**src/hdl/rpb_pkg.sv**
```systemverilog
// types, constants and helper functions shared by the rom prefetch buffer
package rpb_pkg;

   localparam logic [3:0] THUMB_CAPACITY = 4'd8;
   localparam logic [3:0] ARM_CAPACITY   = 4'd4;
   localparam logic [3:0] RESET_CAPACITY = 4'd8;
   localparam logic [3:0] HELD_MAX       = 4'd15;

   localparam logic [6:0] REGION_WS0 = 7'h04;
   localparam logic [6:0] REGION_WS1 = 7'h05;
   localparam logic [6:0] REGION_WS2 = 7'h06;
   localparam logic [4:0] OTHER_REGION_COST = 5'd1;

   localparam logic [4:0] WS0_RESET = 5'd3;
   localparam logic [4:0] WS1_RESET = 5'd5;
   localparam logic [4:0] WS2_RESET = 5'd9;

   typedef enum logic [1:0] {
      FUNC_TICK = 2'd0,
      FUNC_STEP = 2'd1,
      FUNC_ROM  = 2'd2,
      FUNC_RSVD = 2'd3
   } func_type;

   typedef enum logic [1:0] {
      REG_ENABLE = 2'd0,
      REG_WS0    = 2'd1,
      REG_WS1    = 2'd2,
      REG_WS2    = 2'd3
   } reg_index_type;

   typedef struct packed {
      logic       enable;
      logic [4:0] ws0;
      logic [4:0] ws1;
      logic [4:0] ws2;
   } cfg_type;

   typedef struct packed {
      func_type    func;
      logic [31:0] address;
      logic [5:0]  cycles;
      logic [31:0] pc;
      logic        thumb;
      logic        dma_owns_bus;
   } req_item_type;

   typedef struct packed {
      logic [5:0] cycles_charged;
      logic [3:0] buffered_count;
      logic       fetch_busy;
   } rsp_item_type;

   function automatic logic [4:0] region_cost(input logic [7:0] top, input cfg_type cfg);
      logic [4:0] cost;
      if (top[7:1] == REGION_WS0) begin
         cost = cfg.ws0;
      end else if (top[7:1] == REGION_WS1) begin
         cost = cfg.ws1;
      end else if (top[7:1] == REGION_WS2) begin
         cost = cfg.ws2;
      end else begin
         cost = OTHER_REGION_COST;
      end
      return cost;
   endfunction

   // 4 bytes per opcode in arm state, 2 in thumb
   function automatic logic [31:0] opcode_step(input logic arm);
      return {29'd0, arm, ~arm, 1'b0};
   endfunction

endpackage

```
**src/hdl/rpb_csr.sv**
```systemverilog
// configuration registers behind the apb-style port
module rpb_csr (
   input  logic              clock,
   input  logic              reset,
   input  logic              csr_psel,
   input  logic              csr_penable,
   input  logic              csr_pwrite,
   input  logic [3:0]        csr_paddr,
   input  logic [31:0]       csr_pwdata,
   output logic [31:0]       csr_prdata,
   output logic              csr_pready,
   output rpb_pkg::cfg_type  cfg
);
   import rpb_pkg::*;

   cfg_type       cfg_ff, cfg_in;
   reg_index_type index;
   logic          wr_en;

   assign csr_pready = 1'b1;
   assign index      = reg_index_type'(csr_paddr[3:2]);
   assign wr_en      = csr_psel & csr_penable & csr_pwrite & csr_pready;
   assign cfg        = cfg_ff;

   always_comb begin
      cfg_in = cfg_ff;
      if (wr_en) begin
         unique case (index)
            REG_ENABLE: cfg_in.enable = csr_pwdata[0];
            REG_WS0:    cfg_in.ws0    = csr_pwdata[4:0];
            REG_WS1:    cfg_in.ws1    = csr_pwdata[4:0];
            REG_WS2:    cfg_in.ws2    = csr_pwdata[4:0];
            default:    cfg_in        = cfg_ff;
         endcase
      end
   end

   always_comb begin
      unique case (index)
         REG_ENABLE: csr_prdata = {31'd0, cfg_ff.enable};
         REG_WS0:    csr_prdata = {27'd0, cfg_ff.ws0};
         REG_WS1:    csr_prdata = {27'd0, cfg_ff.ws1};
         REG_WS2:    csr_prdata = {27'd0, cfg_ff.ws2};
         default:    csr_prdata = 32'd0;
      endcase
   end

   always_ff @(posedge clock) begin
      if (reset) begin
         cfg_ff <= '{enable: 1'b0, ws0: WS0_RESET, ws1: WS1_RESET, ws2: WS2_RESET};
      end else begin
         cfg_ff <= cfg_in;
      end
   end

endmodule

```
**src/hdl/rpb_engine.sv**
```systemverilog
// prefetch state and the single-pass cost and next-state logic for one beat
module rpb_engine (
   input  logic                   clock,
   input  logic                   reset,
   input  logic                   fire,
   input  rpb_pkg::cfg_type       cfg,
   input  rpb_pkg::req_item_type  item,
   output rpb_pkg::rsp_item_type  result
);
   import rpb_pkg::*;

   logic        act_ff, act_in;
   logic [5:0]  cd_ff, cd_in;
   logic [3:0]  held_ff, held_in;
   logic [3:0]  cap_ff, cap_in;
   logic        arm_ff, arm_in;
   logic [5:0]  fcost_ff, fcost_in;
   logic [31:0] newest_ff, newest_in;
   logic [31:0] head_ff, head_in;
   logic [31:0] prev_ff, prev_in;

   logic [5:0]  tick_c;
   logic        keep_held;
   logic        do_other;
   logic        start;
   logic [4:0]  region;
   logic [5:0]  charged;

   always_comb begin
      act_in    = act_ff;
      cd_in     = cd_ff;
      held_in   = held_ff;
      cap_in    = cap_ff;
      arm_in    = arm_ff;
      fcost_in  = fcost_ff;
      newest_in = newest_ff;
      head_in   = head_ff;
      prev_in   = prev_ff;
      tick_c    = item.cycles;
      keep_held = 1'b0;
      do_other  = 1'b0;
      start     = 1'b0;
      region    = 5'd0;

      if (cfg.enable) begin
         unique case (item.func)
            FUNC_STEP: do_other = 1'b1;
            FUNC_ROM: begin
               prev_in = item.address;
               if (act_ff && item.address == newest_ff) begin
                  // hit on the fetch in flight
                  tick_c    = cd_ff;
                  keep_held = 1'b1;
               end else begin
                  act_in = 1'b0;
                  if (held_ff != 4'd0 && item.address == item.pc) begin
                     if (item.address == head_ff) begin
                        held_in  = held_ff - 4'd1;
                        head_in  = head_ff + opcode_step(arm_ff);
                        do_other = 1'b1;
                        tick_c   = 6'd1;
                     end else begin
                        held_in = 4'd0;
                     end
                  end
               end
            end
            default: tick_c = item.cycles;
         endcase
      end

      if (do_other) begin
         start = !act_in && (held_in < cap_in) && (item.pc == prev_in);
         if (start) begin
            if (held_in == 4'd0) begin
               region = region_cost(item.pc[31:24], cfg);
               if (item.thumb) begin
                  arm_in   = 1'b0;
                  cap_in   = THUMB_CAPACITY;
                  fcost_in = {1'b0, region};
               end else begin
                  arm_in   = 1'b1;
                  cap_in   = ARM_CAPACITY;
                  fcost_in = {region, 1'b0};
               end
               newest_in = item.pc + opcode_step(arm_in);
               head_in   = newest_in;
            end else begin
               newest_in = newest_in + opcode_step(arm_in);
            end
            cd_in  = fcost_in;
            act_in = 1'b1;
         end
      end

      // bus time elapses and counts down the fetch in flight
      charged = tick_c;
      if (act_in && !item.dma_owns_bus) begin
         if (tick_c >= cd_in) begin
            cd_in  = 6'd0;
            act_in = 1'b0;
            if (!keep_held && held_in != HELD_MAX) begin
               held_in = held_in + 4'd1;
            end
         end else begin
            cd_in = cd_in - tick_c;
         end
      end
   end

   assign result = '{cycles_charged: charged, buffered_count: held_in, fetch_busy: act_in};

   always_ff @(posedge clock) begin
      if (reset) begin
         act_ff    <= 1'b0;
         cd_ff     <= 6'd0;
         held_ff   <= 4'd0;
         cap_ff    <= RESET_CAPACITY;
         arm_ff    <= 1'b1;
         fcost_ff  <= 6'd0;
         newest_ff <= 32'd0;
         head_ff   <= 32'd0;
         prev_ff   <= 32'd0;
      end else if (fire) begin
         act_ff    <= act_in;
         cd_ff     <= cd_in;
         held_ff   <= held_in;
         cap_ff    <= cap_in;
         arm_ff    <= arm_in;
         fcost_ff  <= fcost_in;
         newest_ff <= newest_in;
         head_ff   <= head_in;
         prev_ff   <= prev_in;
      end
   end

endmodule

```
**src/hdl/rom_prefetch_buffer.sv**
```systemverilog
// top level of the rom prefetch buffer cost model
//
// req channel: one beat per bus event; tuser carries the event kind (tick,
// idle or non-rom step, rom access), tdata the address, cycles, pc, thumb
// state and dma ownership. rsp channel: exactly one beat per req beat, in
// order, with the cycles charged, opcodes buffered and fetch-in-flight flag.
// csr port: apb-style, four registers at byte addresses 0, 4, 8 and 12
// (prefetch enable, then the sequential costs of the three wait-state
// regions); write only while no beat is outstanding.
// path: a req beat taken is held in the input register, is costed from
// there and its rsp beat is then registered in the output register.
// throughput: one beat per cycle while rsp_tready is high; the prefetch state
// is read and written in the same cycle, between the input and output registers.
// reset: synchronous, clears the valid flags of both registers and returns
// the prefetch state and registers to their reset values; no clearing pass is needed.
// stall: while rsp_tready is low the output register holds and the input
// register still takes one more beat before req_tready drops.
module rom_prefetch_buffer (
   input  logic        clock,
   input  logic        reset,
   input  logic        req_tvalid,
   output logic        req_tready,
   input  logic [71:0] req_tdata,   // address, cycles, pc, thumb, dma_owns_bus
   input  logic [1:0]  req_tuser,   // func
   output logic        rsp_tvalid,
   input  logic        rsp_tready,
   output logic [15:0] rsp_tdata,   // cycles_charged, buffered_count, fetch_busy, zero pad
   input  logic        csr_psel,
   input  logic        csr_penable,
   input  logic        csr_pwrite,
   input  logic [3:0]  csr_paddr,
   input  logic [31:0] csr_pwdata,
   output logic [31:0] csr_prdata,
   output logic        csr_pready
);
   import rpb_pkg::*;

   cfg_type      cfg;
   req_item_type req_item;
   req_item_type in_item_ff;
   logic         in_valid_ff;
   rsp_item_type result;
   rsp_item_type out_item_ff;
   logic         out_valid_ff;
   logic         advance;

   assign req_item = '{
      func:         func_type'(req_tuser),
      address:      req_tdata[31:0],
      cycles:       req_tdata[37:32],
      pc:           req_tdata[69:38],
      thumb:        req_tdata[70],
      dma_owns_bus: req_tdata[71]
   };

   assign advance    = in_valid_ff && (!out_valid_ff || rsp_tready);
   assign req_tready = !in_valid_ff || advance;
   assign rsp_tvalid = out_valid_ff;
   assign rsp_tdata  = {5'd0, out_item_ff.fetch_busy, out_item_ff.buffered_count,
                        out_item_ff.cycles_charged};

   rpb_csr u_csr (
      .clock       (clock),
      .reset       (reset),
      .csr_psel    (csr_psel),
      .csr_penable (csr_penable),
      .csr_pwrite  (csr_pwrite),
      .csr_paddr   (csr_paddr),
      .csr_pwdata  (csr_pwdata),
      .csr_prdata  (csr_prdata),
      .csr_pready  (csr_pready),
      .cfg         (cfg)
   );

   rpb_engine u_engine (
      .clock  (clock),
      .reset  (reset),
      .fire   (advance),
      .cfg    (cfg),
      .item   (in_item_ff),
      .result (result)
   );

   always_ff @(posedge clock) begin
      if (reset) begin
         in_valid_ff <= 1'b0;
      end else if (req_tready) begin
         in_valid_ff <= req_tvalid;
      end
   end

   always_ff @(posedge clock) begin
      if (req_tready && req_tvalid) begin
         in_item_ff <= req_item;
      end
   end

   always_ff @(posedge clock) begin
      if (reset) begin
         out_valid_ff <= 1'b0;
      end else if (advance) begin
         out_valid_ff <= 1'b1;
      end else if (rsp_tready) begin
         out_valid_ff <= 1'b0;
      end
   end

   always_ff @(posedge clock) begin
      if (advance) begin
         out_item_ff <= result;
      end
   end

`ifndef SYNTHESIS
   a_advance_fills_output: assert property (@(posedge clock) disable iff (reset)
      advance |=> out_valid_ff)
      else $error("costed beat did not reach the output register");

   a_blocked_input_holds: assert property (@(posedge clock) disable iff (reset)
      (in_valid_ff && !advance) |=> (in_valid_ff && $stable(in_item_ff)))
      else $error("waiting input beat was lost or changed");

   a_drain_empties_output: assert property (@(posedge clock) disable iff (reset)
      (out_valid_ff && rsp_tready && !in_valid_ff) |=> !out_valid_ff)
      else $error("rsp beat repeated after being taken");
`endif

endmodule
```
**config.mk**
```make
export PLATFORM = sky130hd
export DESIGN_NAME = rom_prefetch_buffer
export DESIGN_NICKNAME = d
export VERILOG_FILES = /design/src/hdl/rpb_pkg.sv /design/src/hdl/rpb_csr.sv /design/src/hdl/rpb_engine.sv /design/src/hdl/rom_prefetch_buffer.sv
export SDC_FILE = /design/constraint.sdc
export NUM_CORES = 1
export LEC_CHECK = 0
export ABC_AREA = 1
export BUFFER_PORTS_ARGS = -buffer_cell sky130_fd_sc_hd__buf_2
export CAP_MARGIN = 5
export CORE_MARGIN = 3
export CORE_UTILIZATION = 33
export CTS_CLUSTER_DIAMETER = 120
export DETAILED_ROUTE_END_ITERATION = 7
export PLACE_DENSITY = 0.47
export SLEW_MARGIN = 20
export SYNTH_ARGS = -nofsm -noshare
export SYNTH_HDL_FRONTEND = slang
export SYNTH_SLANG_ARGS = --single-unit
```
**constraint.sdc**
```tcl
create_clock -name clock -period 15.04 [get_ports clock]
set_clock_uncertainty 0.2 [all_clocks]
set_input_delay 0 -clock clock [delete_from_list [all_inputs] [get_ports clock]]
set_output_delay 0 -clock clock [all_outputs]
set_load 0.005 [all_outputs]
```
==> results of run 1 <==
what timing repair did:
item,4_1_cts,5_1_grt
buffers inserted,0,0
hold buffers,173,0
hold endpoints to repair,149,0
kinds of logic (layout without fill, tap and decap cells):
family	after synthesis	count (layout)
buffers and inverters	371	603
adders and majority gates	23	23
DFF	219	219
and+or+nand+nor	1176	1176
AOI/OAI and AO/OA	326	326
xor gates and xnor gates	107	107
other	2	33
per-layer routing:
layer	vias up	global-route usage
met2	490	0.406
li1	7610	-
met1	7184	0.313
met5	-	0
met4	0	0.0661
met3	75	0.0263
per-stage QoR:
stage	instances	power, mW	utilization	area, um^2
after floorplan	2255	0.828	-	15000
after global placement	2852	0.903	0.354	15700
after detailed placement	2852	0.905	0.354	15700
after CTS	3079	1.67	0.415	18500
after global routing	3079	1.72	0.415	18500
final	3079	1.65	0.415	18500
worst min-delay path: cells and delay by family:
| kind | cells | cell delay, ns |
|---|---|---|
| and+or+nand+nor | 2 | 0.13 |
| buffers and inverters | 2 | 0.67 |
final timing paths:
check,from,endpoint,slack (ns),cells past startpoint
worst min-delay path,csr_pwdata[2],u_csr.cfg[2]$_SDFFE_PP0P_,0.07,4
worst max register to register,in_item_ff[72]$_DFFE_PP_,u_engine.held_ff[1]$_SDFFE_PP0P_,7.41,34
worst min register to register,u_engine.fcost_ff[3]$_SDFFE_PP0P_,u_engine.fcost_ff[3]$_SDFFE_PP0P_,0.27,2
worst max-delay path,in_item_ff[72]$_DFFE_PP_,u_engine.held_ff[1]$_SDFFE_PP0P_,7.41,34
Yosys cell counts, drive strengths merged (34+ instances only):
master  number  area share
nand3      121       0.042
nand4       42       0.018
inv        261       0.066
a21oi      107       0.036
nor2       234       0.064
xor2        77       0.045
dfxtp      134        0.18
nor3        48       0.018
o21ai      170       0.059
edfxtp      85        0.17
buf         74       0.035
nand2      691        0.18
clkbuf      34      0.0087
cells in the final DEF, fill, tap and decap left out, types with 9 or more instances in the layout:
| master | synthesis | final |
|---|---|---|
| nand3_1 | 116 | 116 |
| xnor2_1 | 30 | 30 |
| inv_1 | 234 | 231 |
| o21ai_1 | 40 | 40 |
| ha_1 | 19 | 19 |
| a21oi_1 | 105 | 105 |
| nor4_1 | 12 | 12 |
| inv_2 | 26 | 27 |
| nand4_1 | 42 | 42 |
| edfxtp_1 | 85 | 85 |
| nand2_1 | 678 | 677 |
| dfxtp_1 | 134 | 134 |
| dlygate4sd3_1 | 0 | 173 |
| a31oi_1 | 17 | 17 |
| buf_2 | 24 | 105 |
| o22ai_1 | 9 | 9 |
| clkbuf_16 | 0 | 31 |
| nor3_1 | 44 | 44 |
| conb_1 | 2 | 33 |
| o211ai_1 | 13 | 13 |
| clkbuf_1 | 32 | 9 |
| nor2_1 | 222 | 222 |
| nand2_2 | 11 | 12 |
| xor2_1 | 77 | 77 |
| o21ai_0 | 122 | 122 |
where the power goes:
part / total [mW] / internal, mW / switching [mW] / leakage [nW]
registers: 0.679 / 0.645 / 0.0339 / 1.92
logic: 0.249 / 0.0938 / 0.155 / 5.66
clock network: 0.722 / 0.438 / 0.284 / 0.474
total: 1.65 / 1.18 / 0.473 / 8.05
sequential cells by signal, summed over array words and instances (netlist names), 6 cells and up:
| signal | count |
|---|---|
| in_item_ff | 74 |
| u_engine.head_ff | 32 |
| u_engine.newest_ff | 32 |
| u_engine.prev_ff | 32 |
| u_csr.cfg | 16 |
| rsp_tdata | 11 |
| u_engine.cd_ff | 6 |
| u_engine.fcost_ff | 6 |
layout make-up:
cell class,instances,share of cell area
inverters,263,0.0538
clock buffers,42,0.0454
repair buffers,286,0.126
clock inverters,12,0.00834
multi-input cells,1665,0.443
well taps,592,0.0401
flip-flops and latches,219,0.284
==> summary.md, run 1 <==
| Metric | Value |
|---|---|
| Outcome | complete, no violations |
| Max-Cap Viols | 0 |
| Final WS setup | 7.41 ns |
| Initial antenna violation count | 0 |
| DP HPWL | approximately 43000 um |
| Die Width | approximately 220 um |
| Crit-path leading delay family | simple AND/OR/NAND/NOR gates |
| Uppermost layer routed | met4 |
| Nets | between 2000 and 3000 |
| Max transition margin | 0.290 |
| Io pins | between 150 and 200 |
| Area occupied by multi-input gates | 8170 um^2 |
| CTS tree | yes |
| Sequential Area | 5240 um^2 |
| Drt total wl | ~57000 um |
| Post-Syn Instances | approximately 2200 |
| Synth Area in Compound Gates | 0.118 |
| Fmax | 131 MHz |
| Crit-path max FO | 64 |
| Post-route DRC violation count | 0 |
| Unique masters post-synth | 56 |
| CP startpoint kind | flip-flop |
| Worst-case clock buffer depth | 3 |
| Die H | around 220 um |
| CTS resizes | 0 |
| Syn-to-layout area delta | 23.6% |
| HP Class | in -> reg |
| H-tree depth | 1 |
| Setup-failing EPs final | 0 |
| Buf/Inv on CP | 4 |
| # port buffers | 105 |
| Global route overflow | 0 |
| Pre-antenna DRT Iters | 5 |
| Slowest stage delay, CP | around 0.65 ns |
| CP Capture Type | flip-flop |
| Clock Root Buffer | clkbuf_16 |
| Synth Cell Area | ~15000 um^2 |
| Ys async rst share | 0 |
| Power Density | 89.4 nW/um^2 |
| DRT iter0 DRCs | between 1000 and 1500 |
| First-pass GRT wire length | between 80000 and 90000 um |
| Clk slew on worst S/H paths | about 0.06 ns |
| WL per Instance | around 19 um |
| Largest family of logic cells by synthesized area | simple AND/OR/NAND/NOR gates |
| Data required time of the worst path | 15.30 ns |
| Ys flop type | dfxtp_1 |
| Synth Area in XOR/XNOR | 0.0628 |
| Vias | between 15000 and 20000 |
| Most numerous cell on the critical path | nand2_1 |
| Critical Path AT | slightly below 8 ns |
| TritonCTS buffer count | 29 |
| Worst Max-Slew Pin Slew | ~1.1 ns |
| Final Hold Slack | about 0.066 ns |
| Routed length on met2 | about 27000 um |
| WL met1 | 25300 um |
| Placer congestion estimate | around 0.96 |
| Vias per cell | roughly 5 |
| Dpl ws | ~7.6 ns |
| Area fraction in and, or, nand and nor cells after synthesis | 0.337 |
| Mean Syn Cell Area | about 6.7 um^2 |
| Total negative slack | 0 ns |
| # clock sinks | between 200 and 250 |
| Largest net degree at the start of global routing | 65 |
| N_diodes | 0 |
| Post-synthesis adder-cell area fraction | 0.0213 |
| Layout cells sized above 1 | 0.0977 |
| Post-synth EDFFs | 85 |
| Pleak | between 8 and 9 nW |
| Die ar. | about 48000 um^2 |
| Min Tclk post-route | approximately 7.6 ns |
| Initial Util | 0.336 |
| Sequential area share after synthesis | 0.351 |
| Mux cell area share after synthesis | 0 |
| Worst path slowest cell | nor3_1 |
| Yosys Warn Count | 0 |
| Antenna Violating Nets Remaining | 0 |
| Met3 WL post-DR | ~3200 um |
| Maximum VDD drop | roughly 0.000085 V |
| Crit share post-route | 0.507 |
| #FFs+latches synth | around 220 |
| RSZ-0062 raised after global routing | no |
| Cell Rows | just under 80 |
| Final Hold Fails | 0 |
| All-Layer GR Usage | 0.236 |
| Core Region | 44400 um^2 |
| Fill cells | ~4700 |
| Final Max Tran Viols | 0 |
| Worst skew pair latency | about 0.57 ns |
| Vias in the first global route | 14700 |
| Setup Crit Path Kind | reg -> reg |
Note: power is estimated with default switching activity, not from simulation.
==> run 2, diff against run 1 <==
--- a/config.mk
+++ b/config.mk
@@ -5,14 +5,14 @@
 export SDC_FILE = /design/constraint.sdc
 export NUM_CORES = 1
 export LEC_CHECK = 0
-export ABC_AREA = 1
+export ABC_AREA = 0
 export BUFFER_PORTS_ARGS = -buffer_cell sky130_fd_sc_hd__buf_2
 export CAP_MARGIN = 5
 export CORE_MARGIN = 3
 export CORE_UTILIZATION = 33
 export CTS_CLUSTER_DIAMETER = 120
 export DETAILED_ROUTE_END_ITERATION = 7
-export PLACE_DENSITY = 0.47
+export PLACE_DENSITY = 0.49
 export SLEW_MARGIN = 20
 export SYNTH_ARGS = -nofsm -noshare
 export SYNTH_HDL_FRONTEND = slang
==> constraint.sdc (replaced) <==
create_clock -name clock -period 6.4 [get_ports clock]
set_clock_uncertainty 0.2 [all_clocks]
set_input_delay 0 -clock clock [delete_from_list [all_inputs] [get_ports clock]]
set_output_delay 0 -clock clock [all_outputs]
set_load 0.005 [all_outputs]
==> summary.md, run 2 <==
| Metric | Value |
|---|---|
| Max transition margin | 0.318 (+0.0275) |
| Reg2reg end | u_engine.held_ff[1]$_SDFFE_PP0P_ |
| Initial antenna violation count | 0 (unchanged) |
| Design Area, Final | 18000 um^2 (-2.4%) |
| Final Hold Fails | 0 (unchanged) |
| FF-to-FF setup slack | 0.32 ns (-7.09 ns) |
| Post-synth EDFFs | 85 (unchanged) |
| Sequential Area | 5240 um^2 (unchanged) |
| Worst hold start | req_tdata[65] |
| Post-synth top cells | nand2_1, dfxtp_1, xnor2_1 |
| DP Area | 15000 um^2 (-4.8%) |
| P_sw | 951 uW (+100%) |
| DRT iter0 DRCs | 1039 (-11%) |
| Sequential area share after synthesis | 0.398 (+0.0470) |
| Ranking of synthesized cells by area | dfxtp_1, edfxtp_1, xnor2_1 |
| Outcome | complete, no violations |
| H-tree depth | 1 (unchanged) |
| Initial Util | 0.337 (+0.00133) |
| CP startpoint kind | flip-flop |
| Net Sw Frac | 0.258 (-0.0288) |
| Max-Cap Viols | 0 (unchanged) |
| Biggest area consumer among synthesized cells | dfxtp_1 |
| CP Capture Type | flip-flop |
| Mean Syn Cell Area | 8.72 um^2 (+30%) |
| Fill cells | 3711 (-22%) |
| DP HPWL | 35600 um (-17%) |
| Maximum VDD drop | 0.000249 V (+190%) |
| Fmax | 164 MHz (+26%) |
| Crit-path max FO | 7 (-89%) |
| Worst setup path startpoint | in_item_ff[54]$_DFFE_PP_ |
| Min Tclk post-route | 6.08 ns (-1.55 ns) |
| Reg2Reg Depth | 31 (-8.8%) |
| Vias in the first global route | 12100 (-17%) |
| Area occupied by multi-input gates | 7420 um^2 (-9.2%) |
| CP endpoint | u_engine.held_ff[1]$_SDFFE_PP0P_ |
| Drt total wl | 49000 um (-14%) |
| Synth Cell Area | 13200 um^2 (-12%) |
| # clock sinks | 219 (unchanged) |
| Die ar. | 42300 um^2 (-12%) |
| Ys async rst share | 0 (unchanged) |
| Critical Path AT | 6.35 ns (-1.54 ns) |
| Power Density | 205 nW/um^2 (+130%) |
| TritonCTS buffer count | 27 (-6.9%) |
| Largest net degree at the start of global routing | 75 (+15%) |
| Top cell type's share of synthesized area | 0.204 (+0.0241) |
| Setup-failing EPs final | 0 (unchanged) |
| Internal power | 2.74 mW (+130%) |
| Ys flop type | dfxtp_1 |
| Buf/Inv on CP | 6 (+2) |
| Clk slew on worst S/H paths | 0.06 ns (about the same) |
| Syn-to-layout area delta | 36.7% |
| Global route overflow | 0 (unchanged) |
| First-pass GRT wire length | 73700 um (-15%) |
| Most frequent cells in the layout | nand2_1, buf_4, dlygate4sd3_1, dfxtp_1, buf_2 |
| Cell Rows | 72 (-6.5%) |
| Crit share post-route | 0.950 (+0.442) |
| # port buffers | 105 (unchanged) |
| Cell depth of the worst setup path | 31 (-8.8%) |
| Final Max Tran Viols | 0 (unchanged) |
| Placer congestion estimate | 0.948 (-1.1%) |
| Clock power frac | 0.457 (+0.019) |
| Worst-case clock buffer depth | 3 (unchanged) |
| Die H | 206 um (-5.9%) |
| Nets | 2009 (-23%) |
| Most numerous cell on the critical path | buf_4 |
| Worst reg2reg path startpoint | in_item_ff[54]$_DFFE_PP_ |
| Max reg flops | 74 (unchanged) |
| Util after Layout | 0.461 (+0.0460) |
| Yosys Warn Count | 0 (unchanged) |
| WL per Instance | 20.4 um (+9.5%) |
| Unique masters post-synth | 90 (+61%) |
| Post-route DRC violation count | 0 (unchanged) |
| #FFs+latches synth | 219 (unchanged) |
| Most frequent cell after synthesis | nand2_1 |
| Largest reg by FF count | in_item_ff |
| Clock Root Buffer | clkbuf_16 |
| Logic pwr share | 0.131 (-0.020) |
| Pleak | 6.67 nW (-17%) |
| Crit-path leading delay family | simple AND/OR/NAND/NOR gates |
| Core Region | 39000 um^2 (-12%) |
| Vias per cell | 5.21 (+4.4%) |
| Layout cells sized above 1 | 0.213 (+0.115) |
| Worst Max-Slew Pin Slew | 1.02 ns (-0.0401 ns) |
| Worst path slowest cell | or4b_4 |
| Worst skew pair latency | 0.57 ns (about the same) |
| Antenna Violating Nets Remaining | 0 (unchanged) |
| CTS tree | yes |
| Data required time of the worst path | 6.67 ns (-8.63 ns) |
| Commonest non-fill, non-tap cell in the layout | nand2_1 |
| HP Class | in -> reg |
| Seq pwr share | 0.412 (about the same) |
| All-Layer GR Usage | 0.226 (-0.00946) |
| Setup Crit Path Kind | reg -> reg |
| Slowest stage delay, CP | 0.49 ns (-0.16 ns) |
| Io pins | 168 (unchanged) |
| Pre-antenna DRT Iters | 6 (+1) |
| Post-Syn Instances | 1509 (-32%) |
| Die Width | 206 um (-5.9%) |
| Vias | 12500 (-18%) |
run 2: cell count changes in the layout (fill, tap and decap cells not counted), sizes merged, moves of 18 or more:
| cell | delta |
|---|---|
| and3 | +28 |
| nor3 | -18 |
| xor2 | -29 |
| nor4 | +21 |
| mux2i | +47 |
| o21ai | -75 |
| nor2 | -159 |
| nand2 | -504 |
| nor2b | +20 |
| xnor2 | +75 |
| nand3 | -70 |
| buf | +166 |
| inv | -208 |
run 2: final cells by class:
cell class,count,share of cell area
Tap cell,518,0.0360
Timing Repair Buffer,444,0.197
Inverter,51,0.0106
Sequential cell,219,0.291
Clock inverter,19,0.0151
Multi-Input combinational cell,1126,0.412
Antenna cell,1,0.000139
Clock buffer,31,0.0384
run 2: logic make-up (layout without fill, tap and decap cells):
logic type / count (synthesis) / count (layout) / share of synthesized area
fa+ha+maj: 23 / 23 / 0.0241
compound gates: 305 / 305 / 0.141
simple gates: 552 / 552 / 0.218
buf+inv: 195 / 545 / 0.0694
xor+xnor: 153 / 153 / 0.102
other cells: 2 / 34 / 0.000571
mux: 60 / 60 / 0.0477
flops: 219 / 219 / 0.398
run 2: worst min path at each step:
stage          slack [ns]  cells after the start                        to
2_1_floorplan       -0.10                      0   in_item_ff[0]$_DFFE_PP_
3_3_place_gp        -0.02                      1  in_item_ff[18]$_DFFE_PP_
3_5_place_dp        -0.02                      1  in_item_ff[18]$_DFFE_PP_
4_1_cts             0.006                      2  in_item_ff[42]$_DFFE_PP_
5_1_grt              0.03                      2  in_item_ff[29]$_DFFE_PP_
6_report             0.01                      2  in_item_ff[29]$_DFFE_PP_
run 2: power by group through the flow:
stage	Clock [mW]	Combinational, mW	Sequential, mW
6_report	1.68	0.482	1.52
5_1_grt	1.78	0.515	1.52
4_1_cts	1.72	0.467	1.52
3_5_place_dp	0	0.380	1.55
3_3_place_gp	0	0.382	1.55
2_1_floorplan	0	0.218	1.54
run 2: metrics by stage:
stage | power, mW | hold slack [ns] | instances | TNS, ns | setup WS (ns)
after floorplan | 1.76 | -0.101 | 1540 | 0 | 0.0383
final | 3.69 | 0.0127 | 2409 | 0 | 0.320
after CTS | 3.70 | 0.00629 | 2402 | 0 | 0.0243
after detailed placement | 1.93 | -0.0219 | 2178 | -6.67 | -0.513
after global placement | 1.93 | -0.0236 | 2178 | -4.38 | -0.382
after global routing | 3.82 | 0.0286 | 2408 | -0.0137 | -0.0137
run 2: timing repair:
| item | 4_1_cts | 5_1_grt |
|---|---|---|
| hold buffers | 164 | 1 |
| setup endpoints to repair | 15 | 15 |
| pin swaps | 14 | 24 |
| hold endpoints to repair | 139 | 1 |
| buffers inserted | 10 | 5 |
| resized for setup | 31 | 33 |
run 2: per-layer routing:
layer / up-vias / global-route usage / part of all wire
li1: 6017 / - / -
met1: 6000 / 0.316 / 0.45
met2: 445 / 0.369 / 0.46
met3: 85 / 0.0237 / 0.056
met4: 0 / 0.0701 / 0.032
met5: - / 0 / 0
